$ cat src/hw/rtl/jddm_pkg.sv
// Shared types, constants and helpers for the joystick differential-drive mixer.
// No dependencies.
`default_nettype none

package jddm_pkg;

  typedef logic [1:0] reg_idx_t;
  localparam reg_idx_t REG_DEAD_ZONE = 2'd0;
  localparam reg_idx_t REG_FAIL_LOW  = 2'd1;
  localparam reg_idx_t REG_FAIL_HIGH = 2'd2;

  typedef logic signed [14:0] coord_t;
  typedef logic signed [16:0] wide_t;
  typedef logic [3:0]         en_t;

  localparam en_t EN_LF = 4'b0001;
  localparam en_t EN_LR = 4'b0010;
  localparam en_t EN_RF = 4'b0100;
  localparam en_t EN_RR = 4'b1000;

  localparam logic [7:0]  DEAD_ZONE_RST = 8'd20;
  localparam logic [11:0] FAIL_LOW_RST  = 12'd900;
  localparam logic [11:0] FAIL_HIGH_RST = 12'd2100;
  localparam logic [11:0] PULSE_CENTER  = 12'd1500;

  localparam logic signed [12:0] PULSE_MIN   = 13'sd1000;
  localparam logic [15:0]        RECIP_10    = 16'd52429;  // 2^19 / 10, rounded up
  localparam coord_t             COORD_SPAN  = 15'sd1550;

  function automatic logic [16:0] mag17(input wide_t v);
    mag17 = v[16] ? 17'(-v) : 17'(v);
  endfunction

  function automatic logic [11:0] sat12(input wide_t v);
    if (v < 17'sd0) begin
      sat12 = 12'd0;
    end else if (v > 17'sd4095) begin
      sat12 = 12'd4095;
    end else begin
      sat12 = v[11:0];
    end
  endfunction

endpackage

`default_nettype wire

$ cat src/hw/rtl/jddm_coord.sv
// Pulse width to signed stick coordinate: (p - 1000) * 31 / 10 - 1550,
// quotient truncated toward zero. Uses jddm_pkg.
`default_nettype none

module jddm_coord
  import jddm_pkg::*;
(
  input  logic [11:0] pulse,
  output coord_t      coord
);

  logic signed [12:0] ofs;
  logic [11:0]        ofs_mag;
  logic [16:0]        scaled;
  logic [32:0]        prod;
  logic [13:0]        quot;
  coord_t             quot_s;
  coord_t             quot_signed;

  assign ofs     = $signed({1'b0, pulse}) - PULSE_MIN;
  assign ofs_mag = ofs[12] ? 12'(-ofs) : ofs[11:0];
  assign scaled  = {ofs_mag, 5'b0} - {5'b0, ofs_mag};
  // divide by 10 through the reciprocal, exact for scaled < 2^18
  assign prod    = 33'(scaled) * 33'(RECIP_10);
  assign quot    = prod[32:19];
  assign quot_s  = $signed({1'b0, quot});
  assign quot_signed = ofs[12] ? -quot_s : quot_s;
  assign coord   = quot_signed - COORD_SPAN;

endmodule

`default_nettype wire

$ cat src/hw/rtl/joystick_differential_drive_mixer.sv
// Pipeline: an accepted input is registered in the coordinate reg, then in the mix reg.
// Throughput: one item per cycle while m_tready holds no item stalled; the coordinate multiply sets the first stage.
// Reset (rst, synchronous): registers back to dead_zone 20, window 900..2100,
// held duties zero and all bridges off; pipeline emptied.
// Depends on jddm_pkg and jddm_coord.
`default_nettype none

module joystick_differential_drive_mixer
  import jddm_pkg::*;
(
  input  logic        clk,
  input  logic        rst,
  input  logic        cfg_we,
  input  reg_idx_t    cfg_addr,
  input  logic [11:0] cfg_wdata,
  input  logic        s_tvalid,
  output logic        s_tready,
  input  logic [23:0] s_tdata,   // pulse_x[11:0], pulse_y[23:12]
  output logic        m_tvalid,
  input  logic        m_tready,
  output logic [31:0] m_tdata    // left_duty[11:0], right_duty[23:12], left_fwd[24],
                                 // left_rev[25], right_fwd[26], right_rev[27],
                                 // failsafe_used[28], zero fill[31:29]
);

  logic [7:0]  dead_zone;
  logic [11:0] fail_low;
  logic [11:0] fail_high;

  always_ff @(posedge clk) begin
    if (rst) begin
      dead_zone <= DEAD_ZONE_RST;
      fail_low  <= FAIL_LOW_RST;
      fail_high <= FAIL_HIGH_RST;
    end else if (cfg_we) begin
      unique case (cfg_addr)
        REG_DEAD_ZONE: dead_zone <= cfg_wdata[7:0];
        REG_FAIL_LOW:  fail_low  <= cfg_wdata;
        REG_FAIL_HIGH: fail_high <= cfg_wdata;
        default: ;
      endcase
    end
  end

  // stage 1: fail-safe window and coordinate map
  logic [11:0] px, py, px_sel, py_sel;
  logic        fs;
  coord_t      cx, cy;

  assign px = s_tdata[11:0];
  assign py = s_tdata[23:12];
  assign fs = (px < fail_low) || (py < fail_low) || (px > fail_high) || (py > fail_high);
  assign px_sel = fs ? PULSE_CENTER : px;
  assign py_sel = fs ? PULSE_CENTER : py;

  jddm_coord u_coord_x (.pulse(px_sel), .coord(cx));
  jddm_coord u_coord_y (.pulse(py_sel), .coord(cy));

  logic   v1, fs1, ready2, load2;
  coord_t x1, y1;

  assign ready2   = !m_tvalid || m_tready;
  assign s_tready = !v1 || ready2;
  assign load2    = v1 && ready2;

  always_ff @(posedge clk) begin
    if (rst) begin
      v1 <= 1'b0;
    end else if (s_tready) begin
      v1 <= s_tvalid;
    end
  end

  always_ff @(posedge clk) begin
    if (s_tvalid && s_tready) begin
      x1  <= cx;
      y1  <= cy;
      fs1 <= fs;
    end
  end

  // stage 2: octant mixing into the held outputs
  wide_t       xe, ye, dyx, sxy;
  logic [16:0] ax, ay;
  logic        dead, hit;
  wide_t       l, r;
  en_t         en;

  assign xe  = 17'(x1);
  assign ye  = 17'(y1);
  assign dyx = ye - xe;
  assign sxy = ye + xe;
  assign ax  = mag17(xe);
  assign ay  = mag17(ye);
  assign dead = (ax < {9'b0, dead_zone}) && (ay < {9'b0, dead_zone});

  always_comb begin
    l   = '0;
    r   = '0;
    en  = '0;
    hit = 1'b1;
    if (dead) begin
      l  = '0;
      r  = '0;
      en = '0;
    end else if (xe < 0 && ye < 0 && xe >= ye) begin
      l = wide_t'(mag17(dyx)); r = wide_t'(ay); en = EN_LR | EN_RR;
    end else if (xe < 0 && ye < 0) begin
      l = wide_t'(mag17(-dyx)); r = wide_t'(mag17(dyx)); en = EN_LR | EN_RF;
    end else if (xe < 0 && ye > 0 && ye >= -xe) begin
      l = sxy; r = ye; en = EN_LF | EN_RF;
    end else if (xe < 0 && ye > 0) begin
      l = wide_t'(mag17(sxy)); r = -xe; en = EN_LR | EN_RF;
    end else if (xe > 0 && ye < 0 && -ye >= xe) begin
      l = wide_t'(ay); r = wide_t'(mag17(sxy)); en = EN_LR | EN_RR;
    end else if (xe > 0 && ye < 0) begin
      l = sxy; r = wide_t'(mag17(sxy)); en = EN_LF | EN_RR;
    end else if (xe > 0 && ye > 0 && ye >= xe) begin
      l = ye; r = dyx; en = EN_LF | EN_RF;
    end else if (xe > 0 && ye > 0) begin
      l = xe; r = wide_t'(mag17(dyx)); en = EN_LF | EN_RR;
    end else begin
      hit = 1'b0;  // an axis exactly zero: keep what is held
    end
  end

  logic [11:0] held_left_duty, held_right_duty;
  en_t         held_enables;
  logic        fs_out;

  always_ff @(posedge clk) begin
    if (rst) begin
      m_tvalid        <= 1'b0;
      held_left_duty  <= '0;
      held_right_duty <= '0;
      held_enables    <= '0;
      fs_out          <= 1'b0;
    end else begin
      if (ready2) begin
        m_tvalid <= v1;
      end
      if (load2) begin
        fs_out <= fs1;
        if (hit) begin
          held_left_duty  <= sat12(l);
          held_right_duty <= sat12(r);
          held_enables    <= en;
        end
      end
    end
  end

  assign m_tdata = {3'b0, fs_out, held_enables, held_right_duty, held_left_duty};

endmodule

`default_nettype wire

$ cat config.mk
export PLATFORM = sky130hd
export DESIGN_NAME = joystick_differential_drive_mixer
export DESIGN_NICKNAME = d
export VERILOG_FILES = /design/src/hw/rtl/jddm_pkg.sv /design/src/hw/rtl/jddm_coord.sv /design/src/hw/rtl/joystick_differential_drive_mixer.sv
export SDC_FILE = /design/constraint.sdc
export NUM_CORES = 1
export LEC_CHECK = 0
export CAP_MARGIN = 20
export CORE_AREA = 2 2 238 240
export CTS_BUF_LIST = sky130_fd_sc_hd__clkbuf_4 sky130_fd_sc_hd__clkbuf_8
export DETAILED_ROUTE_END_ITERATION = 16
export DIE_AREA = 0 0 240 242
export DONT_BUFFER_PORTS = 1
export GPL_ROUTABILITY_DRIVEN = 1
export SLEW_MARGIN = 20
export SYNTH_ARGS = -nofsm -noshare
export SYNTH_HDL_FRONTEND = slang
export SYNTH_SLANG_ARGS = --single-unit
export TNS_END_PERCENT = 10
$ cat constraint.sdc
create_clock -name clk -period 11.6 [get_ports clk]
set_input_delay 0 -clock clk [delete_from_list [all_inputs] [get_ports clk]]
set_output_delay 0 -clock clk [all_outputs]
set_load 0.05 [all_outputs]
==> flow_summary.yaml, run 1 <==
placed_design:
  dp.final_hpwl_microns: 64040
  placed_area_sq_um: 25830
  place_congestion: 0.9637
  io_buffers: 0
  pre_cts_ws_ns: -0.3040
clock_tree:
  clk_latency_ns: 0.46
  numCtsBuffers: 9
  root_buffer: "clkbuf_8"
  clock_sinks: 94
  cts_tree: "done"
  htreeDepth: 3
  cts_max_path_buffers: 2
  clk_pin_slew_ns: 0.10
timing:
  final-hold-violation-count: 0
  setup_viol: 0
  worst_pin_slew_ns: 1.056
  max_freq_mhz: 87.65
  setup_ws_ns: 0.1910
  rsz0062_at_grt: "true"
  period_needed_ns: 11.41
  skew_ns: 0.04351
  finalCritPeriodShare: 0.9835
  relSlewSlack: 0.2931
  finalMaxSlewViolations: 0
synthesis:
  syn_area_sq_um: 24730
  async_reset_ff_frac: 0
  syn_inst: 3110
  yosysWarnings: 0
  synth_seq_cells: 94
  ys_types: 113
  synth_edf_count: 31
  synth_top_flop_cell: "dfxtp_1"
  syn_area_per_cell_sq_um: 7.952
  yosysSeqAreaShare: 0.08864
min_path:
  hold_depth: 3
  min_to: "dead_zone[2]"
  hp-class: "primary input to flop"
  worstHoldStart: "cfg_we"
critical_path:
  slowest_delay_ns: 0.55
  crit_path_top_delay_cell: "fa_1"
  endpoint_kind: "flop"
  cp.arrival_ns: 11.58
  crit_start: "fail_high[1]"
  critical_path_required_ns: 11.77
  critPathMostFrequentCell: "fa_1"
  crit_type: "flop to flop"
  ff2ff_path_depth: 47
  regToRegStartpoint: "fail_high[1]"
  crit_path_max_fanout: 7
  rrSetupSlack_ns: 0.19
  startpoint_type: "flop"
  r2r_end: "y1[13]"
floorplan:
  core-area_sq_um: 55730
  die_area_sq_um: 58080
  start_util: 0.4437
  ios: 77
  num_rows: 87
  die_h_microns: 242
  die_width_microns: 240
run_status:
  status: "completed"
route:
  drc: 0
  routed_via_density: 5.749
  drtIter0Drc: 1432
  antenna_left: 0
  first_pass_iters: 5
  wl_per_cell_microns: 19.94
  num_vias: 22470
  wirelength_microns: 77950
finish:
  nets: 3787
  synthToLayoutAreaGrowth_pct: 9.481
  layout-drive-gt1-share: 0.09305
  final_core_util: 0.4858
  fin_area_sq_um: 27080
  fillers: 5575
grt:
  grt_pass1_vias: 22810
  gr-usage-all-layers: 0.2675
  overflow: 0
  grt_pass1_wl_microns: 123200
  grt_max_degree: 53
  antenna_found_initial: 8
job:
  drv_cap: 0
synthesized netlist by cell type, types with 11 or more instances:
| library cell | instances | area share |
|---|---|---|
| inv_1 | 446 | 0.068 |
| ha_1 | 428 | 0.22 |
| nand2_1 | 233 | 0.035 |
| nor2_1 | 233 | 0.035 |
| a21oi_1 | 191 | 0.039 |
| xnor2_1 | 182 | 0.064 |
| fa_1 | 172 | 0.14 |
| o21ai_0 | 134 | 0.027 |
| xor2_1 | 85 | 0.030 |
| clkbuf_1 | 78 | 0.012 |
| nor3_1 | 75 | 0.015 |
| dfxtp_1 | 63 | 0.051 |
| nand3_1 | 48 | 0.0097 |
| a21o_1 | 45 | 0.014 |
| o211ai_1 | 39 | 0.012 |
| a211oi_1 | 36 | 0.011 |
| nand4_1 | 36 | 0.0091 |
| nand2b_1 | 35 | 0.0089 |
| edfxtp_1 | 31 | 0.038 |
| or3_1 | 31 | 0.0078 |
| and2_1 | 27 | 0.0068 |
| mux2i_1 | 27 | 0.011 |
| a31oi_1 | 25 | 0.0063 |
| nor2b_1 | 24 | 0.0061 |
| o21a_1 | 24 | 0.0073 |
| o22ai_1 | 22 | 0.0056 |
| a211o_1 | 21 | 0.0074 |
| and3_1 | 19 | 0.0048 |
| o31ai_1 | 19 | 0.0058 |
| nor4_1 | 15 | 0.0038 |
| or2_2 | 15 | 0.0038 |
| buf_2 | 14 | 0.0028 |
| a221oi_1 | 12 | 0.0042 |
| nand3b_1 | 11 | 0.0033 |
per-layer routing:
metal	GRT usage	part of all wire
met3	0.03726	0.053
met4	0.1178	0.046
met2	0.4443	0.47
met5	0	0.00044
met1	0.3442	0.43
state kept, by name (all words and copies together), names as in the netlist:
name	count
x1	15
y1	15
fail_high	12
fail_low	12
held_left_duty	12
held_right_duty	12
dead_zone	8
held_enables	4
fs1	1
fs_out	1
m_tvalid	1
v1	1
worst max-delay path by stage:
stage / end / slack, ns / depth (start not counted)
after global placement: y1[13] / -0.02 / 48
after CTS: y1[13] / 0.04 / 51
after detailed placement: y1[14] / -0.30 / 47
after floorplan: y1[13] / 0.04 / 46
after global routing: x1[10] / -0.41 / 49
final: y1[13] / 0.19 / 47
worst max-delay path, delay by kind of cell, from the launching register on:
| kind | cells | cell delay [ns] |
|---|---|---|
| AND/OR/NAND/NOR | 11 | 2.37 |
| buffers and inverters | 5 | 0.39 |
| XOR/XNOR | 6 | 0.91 |
| adder cells (fa/ha/maj) | 11 | 3.85 |
| AO/OA/AOI/OAI | 14 | 3.26 |
| flip-flops | 1 | 0.34 |
metrics by stage:
step / std cells / setup TNS [ns] / hold slack, ns
global route: 3908 / -2.417 / 0.07806
global placement: 3835 / -0.03265 / 0.08289
finish: 3909 / 0 / 0.06301
detailed placement: 3835 / -0.8504 / 0.08474
floorplan: 3112 / 0 / 0.1174
CTS: 3878 / 0 / 0.04054
layout by cell type (no fill, tap or decap), types with 80 or more instances in the layout:
master   count
xnor2_1    174
nor2_1     217
inv_1      445
fa_1       172
o21ai_0    128
xor2_1      80
ha_1       411
nand2_1    232
buf_4      104
a21oi_1    184
final cells by class:
cell class                 count  area (sq um)  share of cell area
timing repair buffer         132          1090             0.04025
clock inverter                 5         37.54            0.001386
sequential                    94          2192             0.08096
antenna                        4         10.01           0.0003697
tap                          756         945.9             0.03494
inverter                     449          1689             0.06238
clock buffer                  11         138.9            0.005129
multi-input combinational   2458         20970              0.7746
kinds of logic (layout without fill, tap and decap cells):
group | count (synthesis) | after routing | share of synthesized area
and+or+nand+nor | 857 | 857 | 0.1712
AOI/OAI and AO/OA | 695 | 695 | 0.1869
adders and majority gates | 601 | 601 | 0.3562
buffers and inverters | 560 | 597 | 0.08702
xor gates and xnor gates | 271 | 271 | 0.09719
DFF | 94 | 94 | 0.08864
muxes | 31 | 31 | 0.01275
other | 1 | 7 | 0.0001516
what timing repair did:
item | CTS | global route
endpoints found under the hold margin | 60 | 0
gates resized for setup | 10 | 104
pin swaps | 2 | 42
hold buffers | 26 | 0
setup endpoints to repair | 6 | 15
buffers inserted | 1 | 27
Power of run 1 is left out: the tool's default activity adds up to more than one toggle a clock period on the data nets, which glitch-free logic cannot reach.
==> inputs of run 2 (changes only) <==
--- a/config.mk
+++ b/config.mk
@@ -5,11 +5,12 @@
 export SDC_FILE = /design/constraint.sdc
 export NUM_CORES = 1
 export LEC_CHECK = 0
+export ABC_AREA = 1
 export CAP_MARGIN = 20
-export CORE_AREA = 2 2 238 240
+export CORE_AREA = 2 2 257 259
 export CTS_BUF_LIST = sky130_fd_sc_hd__clkbuf_4 sky130_fd_sc_hd__clkbuf_8
 export DETAILED_ROUTE_END_ITERATION = 16
-export DIE_AREA = 0 0 240 242
+export DIE_AREA = 0 0 259 261
 export DONT_BUFFER_PORTS = 1
 export GPL_ROUTABILITY_DRIVEN = 1
 export SLEW_MARGIN = 20
==> run 2 against run 1 <==
Compared with the run above: clock skew down 0.027 ns; cell count up 10%; synthesized cell count up 10%; first-iteration DRC count up 30%; count of clock-buffer cells in the layout down 2; non-clock buffer count down 77.
==> flow_summary.yaml, run 2 <==
placed_design:
  place_congestion: 1.000
  io_buffers: 0
  dp.final_hpwl_microns: 61830
clock_tree:
  cts_max_path_buffers: 2
  clk_latency_ns: 0.44
  clock_sinks: 94
  htreeDepth: 3
  cts_tree: "done"
  root_buffer: "clkbuf_8"
  numCtsBuffers: 9
  clk_pin_slew_ns: 0.11
timing:
  skew_ns: 0.01651
  finalMaxSlewViolations: 0
  max_freq_mhz: 92.72
  finalCritPeriodShare: 0.9298
  relSlewSlack: 0.2462
  period_needed_ns: 10.79
  worst_pin_slew_ns: 1.131
  tns_ns: 0
  rsz0062_at_grt: "true"
  final-hold-violation-count: 0
  setup_viol: 0
grt:
  grt_max_degree: 33
  overflow: 0
  grt_pass1_wl_microns: 116800
  gr-usage-all-layers: 0.2189
  antenna_found_initial: 5
  grt_pass1_vias: 21200
route:
  routed_via_density: 5.167
  num_vias: 22240
  wl_per_cell_microns: 17.19
  first_pass_iters: 9
  wirelength_microns: 73990
  antenna_left: 0
  drtIter0Drc: 1859
  drc: 0
critical_path:
  rrSetupSlack_ns: 0.81
  crit_path_top_delay_cell: "fa_1"
  regToRegStartpoint: "fail_high[11]"
  r2r_end: "y1[14]"
  crit_end: "y1[14]"
  endpoint_kind: "flop"
  slowest_delay_ns: 0.54
  critical_path_required_ns: 11.79
  crit_path_max_fanout: 18
  crit_type: "flop to flop"
  worst-path-stages: 62
  worst-path-buf-inv: 14
  startpoint_type: "flop"
  ff2ff_path_depth: 62
  cp_top_family: "adder cells"
  cp.arrival_ns: 10.98
  critPathMostFrequentCell: "inv_1"
  crit_start: "fail_high[11]"
floorplan:
  num_rows: 94
  ios: 77
  start_util: 0.3755
  die_h_microns: 261
  die_area_sq_um: 67600
  die_width_microns: 259
  core-area_sq_um: 65040
synthesis:
  ys_types: 79
  ys_top_cells_by_area: "ha_1, fa_1, nand2_1"
  synth_edf_count: 31
  synth_seq_cells: 94
  yosysWarnings: 0
  synth_top_area_frac: 0.2193
  synth_common_cells: "nand2_1, inv_1, ha_1, a21oi_1, nor2_1"
  post-synth-top-count-cell: "nand2_1"
  syn_area_sq_um: 24420
  syn_inst: 3434
  synth_top_flop_cell: "dfxtp_1"
  async_reset_ff_frac: 0
  yosysTopAreaCell: "ha_1"
  syn_area_per_cell_sq_um: 7.112
  yosysSeqAreaShare: 0.08976
finish:
  largest_registers: "x1: 15 flops, y1: 15 flops"
  mostFrequentLayoutCell: "nand2_1"
  layout-drive-gt1-share: 0.06339
  final_cell_mix: "nand2_1, inv_1, ha_1, a21oi_1, nor2_1"
  synthToLayoutAreaGrowth_pct: 6.547
  nets: 4077
job:
  drv_cap: 0
run_status:
  status: "completed"
min_path:
  hp-class: "primary input to flop"
[run 2: cell count changes in the layout (fill, tap and decap cells not counted), sizes merged, moves of 57 or more]
cell	delta
buf	-78
inv	+257
nand2	+506
nand3	+107
xnor2	-147
xor2	+57
[run 2: kinds of logic (layout without fill, tap and decap cells)]
| family | count (synthesis) | in the layout | synth area share |
|---|---|---|---|
| XOR/XNOR | 181 | 181 | 0.06952 |
| other | 1 | 5 | 0.0001535 |
| AO/OA/AOI/OAI | 548 | 548 | 0.1334 |
| multiplexers | 1 | 1 | 0.0004099 |
| flip-flops | 94 | 94 | 0.08976 |
| AND/OR/NAND/NOR | 1229 | 1229 | 0.2235 |
| buffers and inverters | 780 | 783 | 0.1230 |
| adder cells (fa/ha/maj) | 600 | 600 | 0.3603 |
[run 2: per-stage QoR]
step	instance area, sq um	hold slack, ns	worst slack (ns)	utilization	cells
CTS	25780	0.009479	0.3432	0.3964	4292
finish	26020	0.04611	0.8143	0.4001	4305
detailed placement	25320	0.07336	0.3749	0.3893	4250
global placement	25320	0.07189	0.3683	0.3893	4250
global route	26020	0.05489	-0.06556	0.4001	4305
floorplan	24430	0.1304	1.020	-	3436
[run 2: worst min path at each step]
| stage | start | to | slack [ns] | cells after the start |
|---|---|---|---|---|
| after floorplan | cfg_wdata[2] | dead_zone[2] | 0.13 | 2 |
| after global placement | rst | fs_out | 0.07 | 1 |
| after detailed placement | rst | held_right_duty[4] | 0.07 | 1 |
| after CTS | cfg_addr[1] | dead_zone[6] | 0.009 | 3 |
| after global routing | rst | held_left_duty[7] | 0.05 | 2 |
| final | rst | held_right_duty[8] | 0.05 | 2 |
[run 2: timing repair]
action | in CTS | in global routing
setup endpoints to repair | 0 | 15
setup buffers | 0 | 10
hold buffers | 26 | 0
endpoints found under the hold margin | 63 | 0
resized for setup | 0 | 31
[run 2: area by class of cell]
cell class | count | area [sq um]
tap | 864 | 1081
inverter | 712 | 2680
clock inverter | 7 | 73.82
fill | 6893 | 39020
antenna | 2 | 5.005
multi-input combinational | 2562 | 19390
clock buffer | 9 | 123.9
sequential | 94 | 2192
timing repair buffer | 55 | 470.5
[run 2: layer usage]
metal | part of all wire | up-vias | global-route usage | routed length (microns)
met5 | 0.00028 | - | 0 | 21
met4 | 0.034 | 4 | 0.07691 | 2509
met3 | 0.070 | 143 | 0.03823 | 5149
met2 | 0.44 | 753 | 0.3469 | 32660
met1 | 0.45 | 10260 | 0.2995 | 33640
li1 | - | 11090 | - | -
Power of run 2 is left out for the same reason.
==> inputs of run 3 (changes only) <==
==> constraint.sdc (replaced) <==
create_clock -name clk -period 13.05 [get_ports clk]
set_input_delay 0 -clock clk [delete_from_list [all_inputs] [get_ports clk]]
set_output_delay 0 -clock clk [all_outputs]
set_load 0.05 [all_outputs]
==> run 3 against run 2 <==
Compared with the run above: routed wire length shrank 0.19%; the flow now finishes with violations (negative hold slack); final area shrank 1.3%; clock skew shrank 0.0025 ns; via count shrank 1.2%; maximum frequency shrank 8.1%; highest routed layer unchanged; cell count shrank 0.53%; non-clock buffer count shrank 23; sequential share of layout area grew 0.11 points.
==> flow_summary.yaml, run 3 (synthesis gave the netlist of run 2 again) <==
timing:
  finalCritPeriodShare: 0.8996
  tns_ns: 0
  period_needed_ns: 11.74
  rsz0062_at_grt: "false"
  skew_ns: 0.01401
  finalMaxSlewViolations: 0
  hold_slack_ns: -0.05465
  setup_viol: 0
  relSlewSlack: 0.1546
  final-hold-violation-count: 4
  worst_pin_slew_ns: 1.255
  max_freq_mhz: 85.18
critical_path:
  crit_path_top_delay_cell: "nor2_1"
  endpoint_kind: "flop"
  crit_path_max_fanout: 18
  slowest_delay_ns: 0.57
  startpoint_type: "flop"
  cp.arrival_ns: 11.93
  crit_type: "flop to flop"
  regToRegStartpoint: "fail_low[11]"
  critical_path_required_ns: 13.24
  crit_start: "fail_low[11]"
finish:
  final_core_util: 0.3950
  final_cell_mix: "nand2_1, inv_1, ha_1, a21oi_1, nor2_1"
  mostFrequentLayoutCell: "nand2_1"
  synthToLayoutAreaGrowth_pct: 5.190
  nets: 4054
  fillers: 6888
  final_cells: 4282
  layout-drive-gt1-share: 0.05240
  largest_registers: "x1: 15 flops, y1: 15 flops"
clock_tree:
  clk_latency_ns: 0.44
  htreeDepth: 3
  numCtsBuffers: 9
  root_buffer: "clkbuf_8"
  cts_tree: "done"
  clk_pin_slew_ns: 0.11
  cts_max_path_buffers: 2
  post_cts_buffers: 0
  clock_sinks: 94
route:
  drtIter0Drc: 1754
  wl_per_cell_microns: 17.25
  wirelength_microns: 73850
  first_pass_iters: 7
  drc: 0
  num_vias: 21980
  routed_via_density: 5.134
  antenna_left: 0
placed_design:
  io_buffers: 0
  place_congestion: 0.9869
  dp.final_hpwl_microns: 61960
  placed_cells: 4244
grt:
  grt_pass1_wl_microns: 117700
  antenna_found_initial: 5
  grt_pass1_vias: 21410
  gr-usage-all-layers: 0.2199
  grt_max_degree: 34
  overflow: 0
min_path:
  hp-class: "primary input to flop"
  worstHoldStart: "rst"
floorplan:
  core-area_sq_um: 65040
  die_width_microns: 259
  num_rows: 94
  ios: 77
  die_h_microns: 261
  start_util: 0.3755
  die_area_sq_um: 67600
run_status:
  violations: "negative hold slack"
  status: "finished, violations left"
job:
  drv_cap: 0
==> run 3: cell count changes in the layout (fill, tap and decap cells not counted), moves of 3 or more <==
cell | before | now
o21ai_0 | 167 | 172
inv_6 | 4 | 1
nor3_1 | 27 | 30
dlygate4sd3_1 | 25 | 18
nor2_2 | 18 | 15
o21ai_1 | 15 | 10
nor2_1 | 186 | 189
buf_4 | 28 | 12
xor2_1 | 126 | 134
xor2_2 | 15 | 9
==> run 3: final timing paths <==
check / end / slack, ns / depth (start not counted)
worst max-delay path: x1[12] / 1.31 / 64
worst min-delay path: dead_zone[0] / -0.05 / 3
worst max register to register: x1[12] / 1.31 / 64
worst min register to register: fail_high[8] / 0.49 / 2
==> run 3: what timing repair did <==
item / in CTS / in global routing
hold buffers: 19 / 0
gates resized for setup: 0 / 0
endpoints found under the hold margin: 62 / 0
==> run 3: per-stage QoR <==
stage | instance area (sq um) | setup WS (ns)
5_1_grt | 25690 | 0.07315
3_5_place_dp | 25280 | 1.274
6_report | 25690 | 1.310
4_1_cts | 25660 | 1.262
3_3_place_gp | 25280 | 1.613
2_1_floorplan | 24430 | 2.470
==> run 3: layer usage <==
metal  vias to the layer above  wire length [microns]  track usage  share of wire
met5                         -                     32            0        0.00043
met2                       761                  32510       0.3550           0.44
met4                         6                   2673      0.08189          0.036
met3                       152                   5334      0.03707          0.072
li1                      11050                      -            -              -
met1                     10020                  33300       0.2948           0.45
==> run 3: worst max-delay path: cells and delay by family (launching register included) <==
kind / cells / cell delay (ns)
adder cells (fa/ha/maj): 10 / 3.94
AO/OA/AOI/OAI: 5 / 0.97
flip-flops: 1 / 0.32
XOR/XNOR: 5 / 1.31
AND/OR/NAND/NOR: 33 / 3.82
buffers and inverters: 11 / 1.11
==> run 3: final cells by class <==
class                      count  area [sq um]  share of cell area
clock inverter                 7         73.82            0.002874
timing repair buffer          32         300.3             0.01169
sequential                    94          2192             0.08533
clock buffer                   9         123.9            0.004822
antenna                        2         5.005           0.0001948
multi-input combinational   2562         19230              0.7487
inverter                     712          2680              0.1043
tap                          864          1081             0.04208
Power of run 3 is left out for the same reason.
